`config.mk`:
```
export PLATFORM = sky130hd
export DESIGN_NAME = cfe_front
export DESIGN_NICKNAME = d
export VERILOG_FILES = /design/src/rtl/core/cfe_pkg.sv /design/src/rtl/core/cfe_front.sv
export SDC_FILE = /design/constraint.sdc
export NUM_CORES = 1
export LEC_CHECK = 0
export ABC_AREA = 1
export BUFFER_PORTS_ARGS = -buffer_cell sky130_fd_sc_hd__buf_2
export CORE_MARGIN = 2
export CORE_UTILIZATION = 45
export DETAILED_ROUTE_END_ITERATION = 8
export GPL_ROUTABILITY_DRIVEN = 0
export PLACE_DENSITY = 0.8
export SLEW_MARGIN = 20
export SYNTH_ARGS = -nofsm -noshare
export SYNTH_HDL_FRONTEND = slang
export SYNTH_SLANG_ARGS = --single-unit
```
`constraint.sdc`:
```
create_clock -name clk -period 15.4 [get_ports clk]
set_input_delay 0 -clock clk [delete_from_list [all_inputs] [get_ports clk]]
set_output_delay 0 -clock clk [all_outputs]
set_load 0.05 [all_outputs]
```
`src/rtl/core/cfe_pkg.sv`:
```
// cfe_pkg: shared types and constants of the clock offset estimator
// no dependencies
package cfe_pkg;

  localparam int MAX_SAMPLES = 32;
  localparam int SIDX_W      = $clog2(MAX_SAMPLES);
  localparam int CNT_W       = $clog2(MAX_SAMPLES + 1);
  localparam int TGT_W       = 6;
  localparam int ID_W        = 5;
  localparam int RID_W       = 16;
  localparam int TIME_W      = 64;
  localparam int QDEPTH      = 2;

  localparam logic [TGT_W-1:0] TARGET_RESET = 6'd30;
  localparam logic [TGT_W-1:0] TARGET_MIN   = 6'd2;

  typedef enum logic [1:0] {
    OP_REQ = 2'd0,
    OP_RSP = 2'd1,
    OP_RST = 2'd2,
    OP_NOP = 2'd3
  } opcode_t;

  typedef enum logic [1:0] {
    KIND_REQ,
    KIND_RSP,
    KIND_RST,
    KIND_NOP
  } kind_t;

  typedef struct packed {
    kind_t              kind;
    logic [RID_W-1:0]   response_id;
    logic [TIME_W-1:0]  server_time;
    logic [TIME_W-1:0]  local_time;
  } item_t;

  typedef struct packed {
    logic               accepted;
    logic               restarted;
    logic               done_res;
    logic [ID_W-1:0]    next_request_id;
    logic [CNT_W-1:0]   samples_held;
    logic               client_younger;
    logic [TIME_W-1:0]  mean_offset;
    logic [TIME_W-1:0]  time_delta;
    logic [TIME_W-1:0]  variance;
    logic [TIME_W-1:0]  mean_ping;
  } result_t;

  typedef enum logic [4:0] {
    ST_IDLE,
    ST_EXEC,
    ST_APPLY,
    ST_SUM_RD,
    ST_SUM_ACC,
    ST_DM_GO,
    ST_DM_WT,
    ST_V_RD,
    ST_V_DIFF,
    ST_V_M0,
    ST_V_M1,
    ST_V_ACC,
    ST_DV_GO,
    ST_DV_WT,
    ST_DP_GO,
    ST_DP_WT,
    ST_EMIT
  } state_t;

endpackage

```
`src/rtl/core/cfe_front.sv`:
```
// cfe_front: input queue that accepts and classifies requests
// depends on cfe_pkg
module cfe_front
  import cfe_pkg::*;
(
  input  logic              clk,
  input  logic              rst_n,
  input  logic              push,
  output logic              full,
  input  logic [1:0]        opcode,
  input  logic [RID_W-1:0]  response_id,
  input  logic [TIME_W-1:0] server_time,
  input  logic [TIME_W-1:0] local_time,
  output logic              q_valid,
  output item_t             q_item,
  input  logic              q_take
);

  localparam int PTR_W = $clog2(QDEPTH);

  item_t            slot_r [QDEPTH];
  logic [PTR_W-1:0] wptr_r, wptr_nxt;
  logic [PTR_W-1:0] rptr_r, rptr_nxt;
  logic [PTR_W:0]   fill_r, fill_nxt;
  logic             do_push, do_pop;
  item_t            new_item;
  kind_t            kind;

  always_comb begin
    unique case (opcode_t'(opcode))
      OP_REQ:  kind = KIND_REQ;
      OP_RSP:  kind = KIND_RSP;
      OP_RST:  kind = KIND_RST;
      default: kind = KIND_NOP;
    endcase
  end

  assign new_item = '{kind: kind, response_id: response_id,
                      server_time: server_time, local_time: local_time};

  assign full    = fill_r == (PTR_W+1)'(QDEPTH);
  assign q_valid = fill_r != '0;
  assign q_item  = slot_r[rptr_r];
  assign do_push = push && !full;
  assign do_pop  = q_take && q_valid;

  always_comb begin
    wptr_nxt = do_push ? PTR_W'(wptr_r + 1'b1) : wptr_r;
    rptr_nxt = do_pop ? PTR_W'(rptr_r + 1'b1) : rptr_r;
    fill_nxt = fill_r;
    if (do_push && !do_pop) begin
      fill_nxt = fill_r + 1'b1;
    end else if (do_pop && !do_push) begin
      fill_nxt = fill_r - 1'b1;
    end
  end

  always_ff @(posedge clk) begin
    if (!rst_n) begin
      wptr_r <= '0;
      rptr_r <= '0;
      fill_r <= '0;
    end else begin
      wptr_r <= wptr_nxt;
      rptr_r <= rptr_nxt;
      fill_r <= fill_nxt;
    end
    if (do_push) begin
      slot_r[wptr_r] <= new_item;
    end
  end

endmodule

```
Yosys cells after proc, flatten, opt, wreduce, memory -nomap -nowiden
Memories as Yosys holds them, arrays and structs flattened. A register that Yosys moved wholly into a read port is not among the register bits.
Cells that the tools add are included.

word-level totals
  memories kept = 1
  register bits after elaboration = 4
  input bits = 150
  bits in writable memories = 292
  output and inout port bits = 148
  logic and storage cells = 28

memories
  name    depth  bits a word  read ports  clocked after Yosys merged registers in  write ports  line             text
  slot_r  2      146          1           1                                        1            cfe_front.sv:21  item_t slot_r [QDEPTH];

operators by class
  multiplexer cells = 7
  reductions and logical operators = 10
  add/sub/neg operators = 4
  eq/ne operators = 3

operators by type and width
  operator                                             number
  one-hot mux 2 bit (3 select lines)                   1
  equality test 2 bit, second input constant           2
  logical AND 1 bit                                    4
  2-to-1 mux 1 bit                                     4
  2-to-1 mux 2 bit                                     2
  nonzero test 2 bit                                   2
  logical NOT 1 bit                                    3
  adder 1 bit, second input constant                   2
  adder 2 x 1 -> 2 bit, second input constant          1
  equality test 2 x 1 -> 1 bit, second input constant  1
  logical NOT 2 bit                                    1
  subtractor 2 x 1 -> 2 bit, second input constant     1

Logic depth before layout (Yosys ltp)
Gate-level depths: netlist of the first run.

  depth in word-level cells = 7
  mapped depth = 10
  depth with buffers taken out = 10

Worst setup path before layout of the first run
OpenSTA, ideal clock, no wires.

  path kind = reg-to-reg
  start = register fill_r[1]
  end = memory slot_r[0][0] in the netlist's numbering, enable pin
  clock period less this slack = 7222 ps
  cell stages (with the launch flop) = 4
  required time = 14747 ps
  arrival = 6569 ps
  setup time = 653 ps
  path buffers = 0
  path slack = 8178 ps
  cell sequence = dfxtp_1 > inv_1 > o21ai_1 > nor2_1

between the ends
  cells in the longest elaborated chain, start to end = 5

RTL lines
  item                                    line             text
  start, declared                         cfe_front.sv:24  logic [PTR_W:0] fill_r, fill_nxt;
  start signal, assigned                  cfe_front.sv:66  fill_r <= fill_nxt;
  equality test 2 bit                     cfe_front.sv:41  assign full = fill_r == (PTR_W+1)'(QDEPTH);
  logical NOT 1 bit                       cfe_front.sv:44  assign do_push = push && !full;
  logical AND 1 bit                       cfe_front.sv:44
  2-to-1 mux 1 bit                        cfe_front.sv:68  if (do_push) begin
  2-to-1 mux 1 bit (not written as such)  cfe_front.sv:69  slot_r[wptr_r] <= new_item;
  end, declared                           cfe_front.sv:21

No other way between the ends.

==> results of run 1 <==
where the power goes:
group / switching, mW / leakage (nW) / internal [mW] / total (mW)
sequential: 0.0481 / 2.77 / 1.02 / 1.07
clock: 0.285 / 0.450 / 0.381 / 0.666
combinational: 0.597 / 2.44 / 0.233 / 0.830
cell families (layout without fill, tap and decap cells):
logic type      count (synthesis)  count (layout)
flops                         297             297
mux                           146             146
buf+inv                        26             512
simple gates                   18              18
compound gates                  5               5
fa+ha+maj                       1               1
other cells                     0               3
routing by layer:
metal | up-vias | global-route usage | wire length (um)
met1 | 3013 | 0.209 | 8980
met4 | 0 | 0.0533 | 709
met2 | 262 | 0.322 | 12100
met3 | 49 | 0.0482 | 1660
li1 | 2869 | - | -
met5 | - | 0 | 0
repair_timing:
item | in CTS | in global routing
hold buffers | 149 | 0
setup buffers | 0 | 0
endpoints found under the hold margin | 297 | 0
endpoints found under the setup margin | 0 | 0
synth_stat cells (2+ instances only):
library cell / number / share of area
sky130_fd_sc_hd__o21ai_0: 2 / 0.00092
sky130_fd_sc_hd__buf_6: 6 / 0.0062
sky130_fd_sc_hd__dfxtp_1: 5 / 0.0092
sky130_fd_sc_hd__inv_1: 8 / 0.0028
sky130_fd_sc_hd__mux2_2: 146 / 0.15
sky130_fd_sc_hd__clkbuf_8: 10 / 0.013
sky130_fd_sc_hd__nand2_1: 7 / 0.0024
sky130_fd_sc_hd__clkbuf_1: 2 / 0.00069
sky130_fd_sc_hd__edfxtp_1: 292 / 0.81
sky130_fd_sc_hd__nor2_1: 9 / 0.0031
state kept, by name, indices dropped and copies added (netlist names), named ones only:
name    count
rptr_r      1
fill_r      2
wptr_r      1
slot_r    292
worst reg2reg max path: stages (launching register included):
cell,delay [ps]
sky130_fd_sc_hd__dfxtp_1,330
sky130_fd_sc_hd__inv_1,120
sky130_fd_sc_hd__o21ai_1,190
sky130_fd_sc_hd__nor2_4,120
sky130_fd_sc_hd__buf_4,730
sky130_fd_sc_hd__buf_4,960
how the worst max path moves through the flow:
stage,from,end,slack [ps],depth (start not counted)
after floorplan,fill_r[1],slot_r[0][0],8180,3
after global placement,fill_r[1],slot_r[0][100],12530,5
after detailed placement,fill_r[1],slot_r[0][98],12460,5
after CTS,flop,q_item[8],12190,3
after global routing,flop,q_item[72],12120,3
final,flop,q_item[72],12310,3
layout make-up:
class	count	area [um2]	area share
Antenna cell	3	7.51	0.000500
Multi-Input combinational cell	170	1770	0.118
Inverter	8	30.0	0.00200
Sequential cell	297	8870	0.591
Clock buffer	41	843	0.0562
Tap cell	319	399	0.0266
Timing Repair Buffer	451	3020	0.201
Clock inverter	12	67.6	0.00450
==> flow_results.xml, run 1 <==
<?xml version="1.0" encoding="UTF-8"?>
<metrics>
  <group name="outcome">
    <metric name="outcome" unit="">finished, final reports clean</metric>
  </group>
  <group name="critical_path">
    <metric name="cp_cell_sequence" unit="">buf_4 &gt; mux2_2 &gt; buf_2</metric>
    <metric name="worst_r2r_path_cells" unit="">5</metric>
    <metric name="cp_capture_type" unit="">primary output</metric>
    <metric name="regToRegSetupSlack" unit="ps">12500</metric>
    <metric name="critical_path.max_stage_delay" unit="ps">990</metric>
    <metric name="wp_data_required" unit="ps">15400</metric>
    <metric name="reg2reg_from" unit="">fill_r[1]</metric>
    <metric name="cp.buffers_inverters" unit="">2</metric>
    <metric name="critPathSlowestCell" unit="">sky130_fd_sc_hd__dfxtp_4</metric>
    <metric name="setup.worst_path.class" unit="">flop to primary output</metric>
    <metric name="cell_family_with_most_cp_delay" unit="">buffers and inverters</metric>
    <metric name="path_max_fanout" unit="">77</metric>
    <metric name="arrival" unit="ps">3090</metric>
    <metric name="cp-start-kind" unit="">flop</metric>
    <metric name="worst_r2r_endpoint" unit="">slot_r[1][35]</metric>
  </group>
  <group name="logic_synthesis">
    <metric name="mux_cell_area_share_after_synthesis" unit="">0.151</metric>
    <metric name="synth_fp_nets" unit="">644</metric>
    <metric name="combinational_family_with_the_most_area_after_synthesis" unit="">multiplexers</metric>
    <metric name="cells_after_synthesis" unit="">493</metric>
    <metric name="edff_count_synth" unit="">292</metric>
    <metric name="mean_syn_cell_area" unit="um2">22.0</metric>
    <metric name="ys_seq_elements" unit="">297</metric>
    <metric name="post_synth_fa_ha_maj_area_fraction" unit="">0.00115</metric>
    <metric name="synth-simple-area-share" unit="">0.00656</metric>
    <metric name="yosysWarnings" unit="">0</metric>
    <metric name="synth.cell_area" unit="um2">10900</metric>
    <metric name="post_synth_xor_area_fraction" unit="">0</metric>
    <metric name="synth_compound_gate_area_share" unit="">0.00253</metric>
    <metric name="asyncSetResetFlopFracSynth" unit="">0</metric>
    <metric name="main_synth_ff_type" unit="">sky130_fd_sc_hd__edfxtp_1</metric>
    <metric name="yosysUniqueCellTypes" unit="">16</metric>
    <metric name="synth_sequential_area_ratio" unit="">0.816</metric>
  </group>
  <group name="power_and_ir_drop">
    <metric name="leakagePower" unit="nW">5.66</metric>
    <metric name="report.power.total" unit="mW">2.57</metric>
    <metric name="power-per-cell-area" unit="nW/um2">171</metric>
    <metric name="vdd_drop_max" unit="mV">0.124</metric>
  </group>
  <group name="routing">
    <metric name="avgRoutedWirePerCell" unit="um">18.0</metric>
    <metric name="drtPass1Iterations" unit="">6</metric>
    <metric name="post_drt_via_cell_ratio" unit="">4.76</metric>
    <metric name="initialDrtViolationCount" unit="">296</metric>
    <metric name="routed_wirelength" unit="um">23400</metric>
    <metric name="postRouteAntennaNets" unit="">0</metric>
    <metric name="routed-via-count" unit="">6193</metric>
    <metric name="drc" unit="">0</metric>
  </group>
  <group name="floorplan">
    <metric name="placementRows" unit="">56</metric>
    <metric name="core_area" unit="um2">23600</metric>
    <metric name="effective_utilization_at_floorplan" unit="">0.460</metric>
    <metric name="dieWidth" unit="um">159</metric>
    <metric name="dieHeight" unit="um">159</metric>
    <metric name="ios" unit="">298</metric>
    <metric name="fp.dieArea" unit="um2">25400</metric>
  </group>
  <group name="place">
    <metric name="placed_cells_incl_taps" unit="">1096</metric>
    <metric name="detailed_place.area" unit="um2">12600</metric>
    <metric name="hpwl" unit="um">13300</metric>
    <metric name="number_of_port_buffers" unit="">297</metric>
    <metric name="dp_worst_setup_slack" unit="ps">12460</metric>
  </group>
  <group name="timing">
    <metric name="min_period_over_period" unit="">0.201</metric>
    <metric name="worst_pin_slew" unit="ps">1060</metric>
    <metric name="timing.slew.headroom" unit="">0.295</metric>
    <metric name="timing.hold.ws" unit="ps">184</metric>
    <metric name="achievable-frequency" unit="GHz">0.324</metric>
    <metric name="rsz0062_at_grt" unit="">no</metric>
    <metric name="skew" unit="ps">11.0</metric>
    <metric name="setup_tns" unit="ps">0</metric>
    <metric name="timing.final.setup_violations" unit="">0</metric>
    <metric name="postLayoutSetupSlackWorst" unit="ps">12310</metric>
    <metric name="report.final.slew_viol_count" unit="">0</metric>
    <metric name="timing_hold_violations_final" unit="">0</metric>
    <metric name="timing.final.crit_period" unit="ps">3090</metric>
  </group>
  <group name="clock_tree">
    <metric name="path_clk_slew" unit="ps">60</metric>
    <metric name="cts_inserted_buffers" unit="">30</metric>
    <metric name="insertion_delay" unit="ps">540</metric>
    <metric name="clockRootBuffer" unit="">sky130_fd_sc_hd__clkbuf_16</metric>
    <metric name="cts.sink_count" unit="">297</metric>
    <metric name="tritoncts" unit="">done</metric>
    <metric name="ctsHtreeMaxLevel" unit="">1</metric>
    <metric name="cts_max_path_buffers" unit="">3</metric>
    <metric name="cts_resized" unit="">0</metric>
  </group>
  <group name="finish">
    <metric name="final_core_util" unit="">0.635</metric>
    <metric name="layout.cell_area.non_filler" unit="um2">15000</metric>
    <metric name="fin_nets" unit="">1109</metric>
    <metric name="drive_gt1_frac" unit="">0.503</metric>
    <metric name="signed_area_change_from_the_synthesized_netlist_to_the_final_layout" unit="%">38.1</metric>
    <metric name="final.fill_count" unit="">1644</metric>
    <metric name="mostFrequentLayoutCell" unit="">sky130_fd_sc_hd__buf_2</metric>
    <metric name="most-common-layout-cells" unit="">sky130_fd_sc_hd__buf_2 (297), sky130_fd_sc_hd__edfxtp_1 (292), sky130_fd_sc_hd__dlygate4sd3_1 (149), sky130_fd_sc_hd__mux2_2 (146), sky130_fd_sc_hd__clkbuf_16 (31)</metric>
    <metric name="final-instance-count-excl-fill" unit="">1301</metric>
  </group>
  <group name="min_path">
    <metric name="min_delay_path_depth" unit="">2</metric>
    <metric name="timing.hold.worst_endpoint" unit="">slot_r[0][65]</metric>
    <metric name="holdCritPathClass" unit="">input port to flop</metric>
    <metric name="worst_hold_startpoint" unit="">server_time[1]</metric>
  </group>
  <group name="global_routing">
    <metric name="grt_antenna_before_repair" unit="">3</metric>
    <metric name="first_global_vias" unit="">6743</metric>
    <metric name="grt-ovfl-total" unit="">0</metric>
    <metric name="grt_start_max_net_pins" unit="">78</metric>
    <metric name="grt_pass1_wl" unit="um">35900</metric>
    <metric name="grtUsageTotal" unit="">0.179</metric>
  </group>
  <group name="flow_run">
    <metric name="max_cap_violations" unit="">0</metric>
  </group>
</metrics>
No activity file was read; power rests on OpenSTA's default activity.
==> inputs of run 2 (changes only) <==
- PLACE_DENSITY: 0.8 -> 0.83
- clock period: 15.4 -> 2.75 ns (I/O delays scaled with it)
==> run 2 against run 1 <==
Net effect: combinational power increased to 5.8 times the previous value; critical path depth did not move; via count is 1.4% higher; critical path type unchanged; setup slack worse by 12000 ps; register-to-register slack worse by 12000 ps; sequential power rose to 5.6 times the previous value; cell area rose by 0.73%; utilization is 0.46 points higher; largest cell class unchanged; global-route usage rose by 0.55 points; final cell count is essentially flat; sequential share of layout area fell by 0.40 points; clock skew is 8.7 ps higher.
==> flow_results.xml, run 2 (synthesis gave the netlist of run 1 again) <==
<?xml version="1.0" encoding="UTF-8"?>
<metrics>
  <group name="critical_path">
    <metric name="path_max_fanout" unit="">63</metric>
    <metric name="wp_data_required" unit="ps">2750</metric>
    <metric name="arrival" unit="ps">2250</metric>
    <metric name="cp_capture_type" unit="">primary output</metric>
    <metric name="cp-start-kind" unit="">flop</metric>
    <metric name="setup.worst_path.class" unit="">flop to primary output</metric>
  </group>
  <group name="power_and_ir_drop">
    <metric name="leakagePower" unit="nW">5.69</metric>
    <metric name="vdd_drop_max" unit="mV">0.643</metric>
    <metric name="internal_power" unit="mW">9.39</metric>
    <metric name="power-per-cell-area" unit="nW/um2">965</metric>
    <metric name="share_comb_of_total_power" unit="">0.328</metric>
    <metric name="share_seq_of_total_power" unit="">0.408</metric>
    <metric name="p_clk_frac" unit="">0.264</metric>
    <metric name="power.share.switching" unit="">0.356</metric>
    <metric name="reported_net_switching_power" unit="mW">5.20</metric>
  </group>
  <group name="global_routing">
    <metric name="grtUsageTotal" unit="">0.184</metric>
    <metric name="grt_pass1_wl" unit="um">37000</metric>
    <metric name="grt_antenna_before_repair" unit="">2</metric>
    <metric name="first_global_vias" unit="">6980</metric>
    <metric name="grt-ovfl-total" unit="">0</metric>
    <metric name="grt_start_max_net_pins" unit="">118</metric>
  </group>
  <group name="routing">
    <metric name="drc" unit="">0</metric>
    <metric name="postRouteAntennaNets" unit="">0</metric>
    <metric name="avgRoutedWirePerCell" unit="um">18.5</metric>
    <metric name="post_drt_via_cell_ratio" unit="">4.83</metric>
    <metric name="drtPass1Iterations" unit="">4</metric>
    <metric name="routed_wirelength" unit="um">24000</metric>
    <metric name="initialDrtViolationCount" unit="">370</metric>
    <metric name="routed-via-count" unit="">6279</metric>
  </group>
  <group name="finish">
    <metric name="largest_register" unit="">slot_r</metric>
    <metric name="fin_nets" unit="">1110</metric>
    <metric name="drive_gt1_frac" unit="">0.510</metric>
    <metric name="final_core_util" unit="">0.640</metric>
    <metric name="final-instance-count-excl-fill" unit="">1300</metric>
    <metric name="largest_register_ff_count" unit="">292</metric>
    <metric name="signed_area_change_from_the_synthesized_netlist_to_the_final_layout" unit="%">39.1</metric>
    <metric name="layout.cell_area.non_filler" unit="um2">15100</metric>
    <metric name="mostFrequentLayoutCell" unit="">sky130_fd_sc_hd__buf_2</metric>
    <metric name="most-common-layout-cells" unit="">sky130_fd_sc_hd__buf_2 (297), sky130_fd_sc_hd__edfxtp_1 (292), sky130_fd_sc_hd__dlygate4sd3_1 (150), sky130_fd_sc_hd__mux2_2 (146), sky130_fd_sc_hd__clkbuf_16 (29)</metric>
    <metric name="largest_registers" unit="">slot_r x292, fill_r x2</metric>
  </group>
  <group name="clock_tree">
    <metric name="cts.sink_count" unit="">297</metric>
    <metric name="ctsHtreeMaxLevel" unit="">1</metric>
    <metric name="tritoncts" unit="">done</metric>
    <metric name="path_clk_slew" unit="ps">60</metric>
    <metric name="cts_inserted_buffers" unit="">29</metric>
    <metric name="insertion_delay" unit="ps">540</metric>
    <metric name="cts_max_path_buffers" unit="">3</metric>
    <metric name="clockRootBuffer" unit="">sky130_fd_sc_hd__clkbuf_16</metric>
    <metric name="cts_setup_buffers" unit="">0</metric>
  </group>
  <group name="min_path">
    <metric name="holdCritPathClass" unit="">input port to flop</metric>
  </group>
  <group name="timing">
    <metric name="timing_hold_violations_final" unit="">0</metric>
    <metric name="achievable-frequency" unit="GHz">0.445</metric>
    <metric name="timing.slew.headroom" unit="">0.489</metric>
    <metric name="timing.final.setup_violations" unit="">0</metric>
    <metric name="worst_pin_slew" unit="ps">767</metric>
    <metric name="timing.hold.ws" unit="ps">186</metric>
    <metric name="report.final.slew_viol_count" unit="">0</metric>
    <metric name="min_period_over_period" unit="">0.816</metric>
    <metric name="skew" unit="ps">19.8</metric>
    <metric name="timing.final.crit_period" unit="ps">2250</metric>
    <metric name="rsz0062_at_grt" unit="">no</metric>
  </group>
  <group name="flow_run">
    <metric name="max_cap_violations" unit="">0</metric>
  </group>
  <group name="floorplan">
    <metric name="ios" unit="">298</metric>
    <metric name="fp.dieArea" unit="um2">25400</metric>
    <metric name="dieHeight" unit="um">159</metric>
    <metric name="effective_utilization_at_floorplan" unit="">0.460</metric>
    <metric name="core_area" unit="um2">23600</metric>
    <metric name="placementRows" unit="">56</metric>
    <metric name="dieWidth" unit="um">159</metric>
  </group>
  <group name="place">
    <metric name="detailed_place.area" unit="um2">12700</metric>
    <metric name="hpwl" unit="um">13700</metric>
    <metric name="placed_cells_incl_taps" unit="">1097</metric>
    <metric name="number_of_port_buffers" unit="">297</metric>
  </group>
  <group name="outcome">
    <metric name="outcome" unit="">finished, final reports clean</metric>
  </group>
</metrics>
run 2: layer usage:
metal,global-route usage,up-vias,wire [um]
met3,0.0372,48,1330
met2,0.355,251,13200
li1,-,2874,-
met5,0,-,0
met4,0.0620,0,691
met1,0.201,3106,8800
run 2: metrics by stage:
step	setup TNS (ps)	power, mW	setup slack, ps
after floorplan	-89100	9.67	-315
after global placement	0	10.5	1060
after detailed placement	0	10.6	1060
after CTS	0	14.6	474
after global routing	0	15.1	405
final	0	14.6	505
run 2: power by group through the flow:
| stage | clock network, mW | registers, mW | logic, mW |
|---|---|---|---|
| detailed placement | 0 | 6.04 | 4.56 |
| CTS | 3.93 | 5.95 | 4.77 |
| floorplan | 0 | 5.96 | 3.71 |
| global route | 4.11 | 6.00 | 4.98 |
| global placement | 0 | 6.00 | 4.53 |
| finish | 3.85 | 5.95 | 4.79 |
run 2: path summary, 6_finish.rpt:
path / start / to / slack, ps / depth (start not counted)
setup / recovery: flop / q_item[81] / 500 / 3
hold / removal: local_time[37] / slot_r[0][37] / 190 / 2
setup reg to reg: fill_r[1] / fill_r[0] / 900 / 6
hold reg to reg: wptr_r / wptr_r / 530 / 2
run 2: final cells by class:
cell class	instances	area, um2
flip-flops and latches	297	8880
fillers	1568	8500
repair buffers	453	3080
multi-input cells	170	1780
clock buffers	43	848
well taps	319	399
clock inverters	8	91.3
inverters	8	30.0
diodes	2	5.00
run 2: repair_timing:
item                                   CTS  global route
endpoints found under the hold margin  297             0
gates resized for setup                  0             0
hold buffers                           150             0
run 2: critical path, stage by stage, from the launching register on:
cell and delay [ps]:
sky130_fd_sc_hd__dfxtp_4 670, sky130_fd_sc_hd__buf_12 360, sky130_fd_sc_hd__mux2_2 400, sky130_fd_sc_hd__buf_2 210
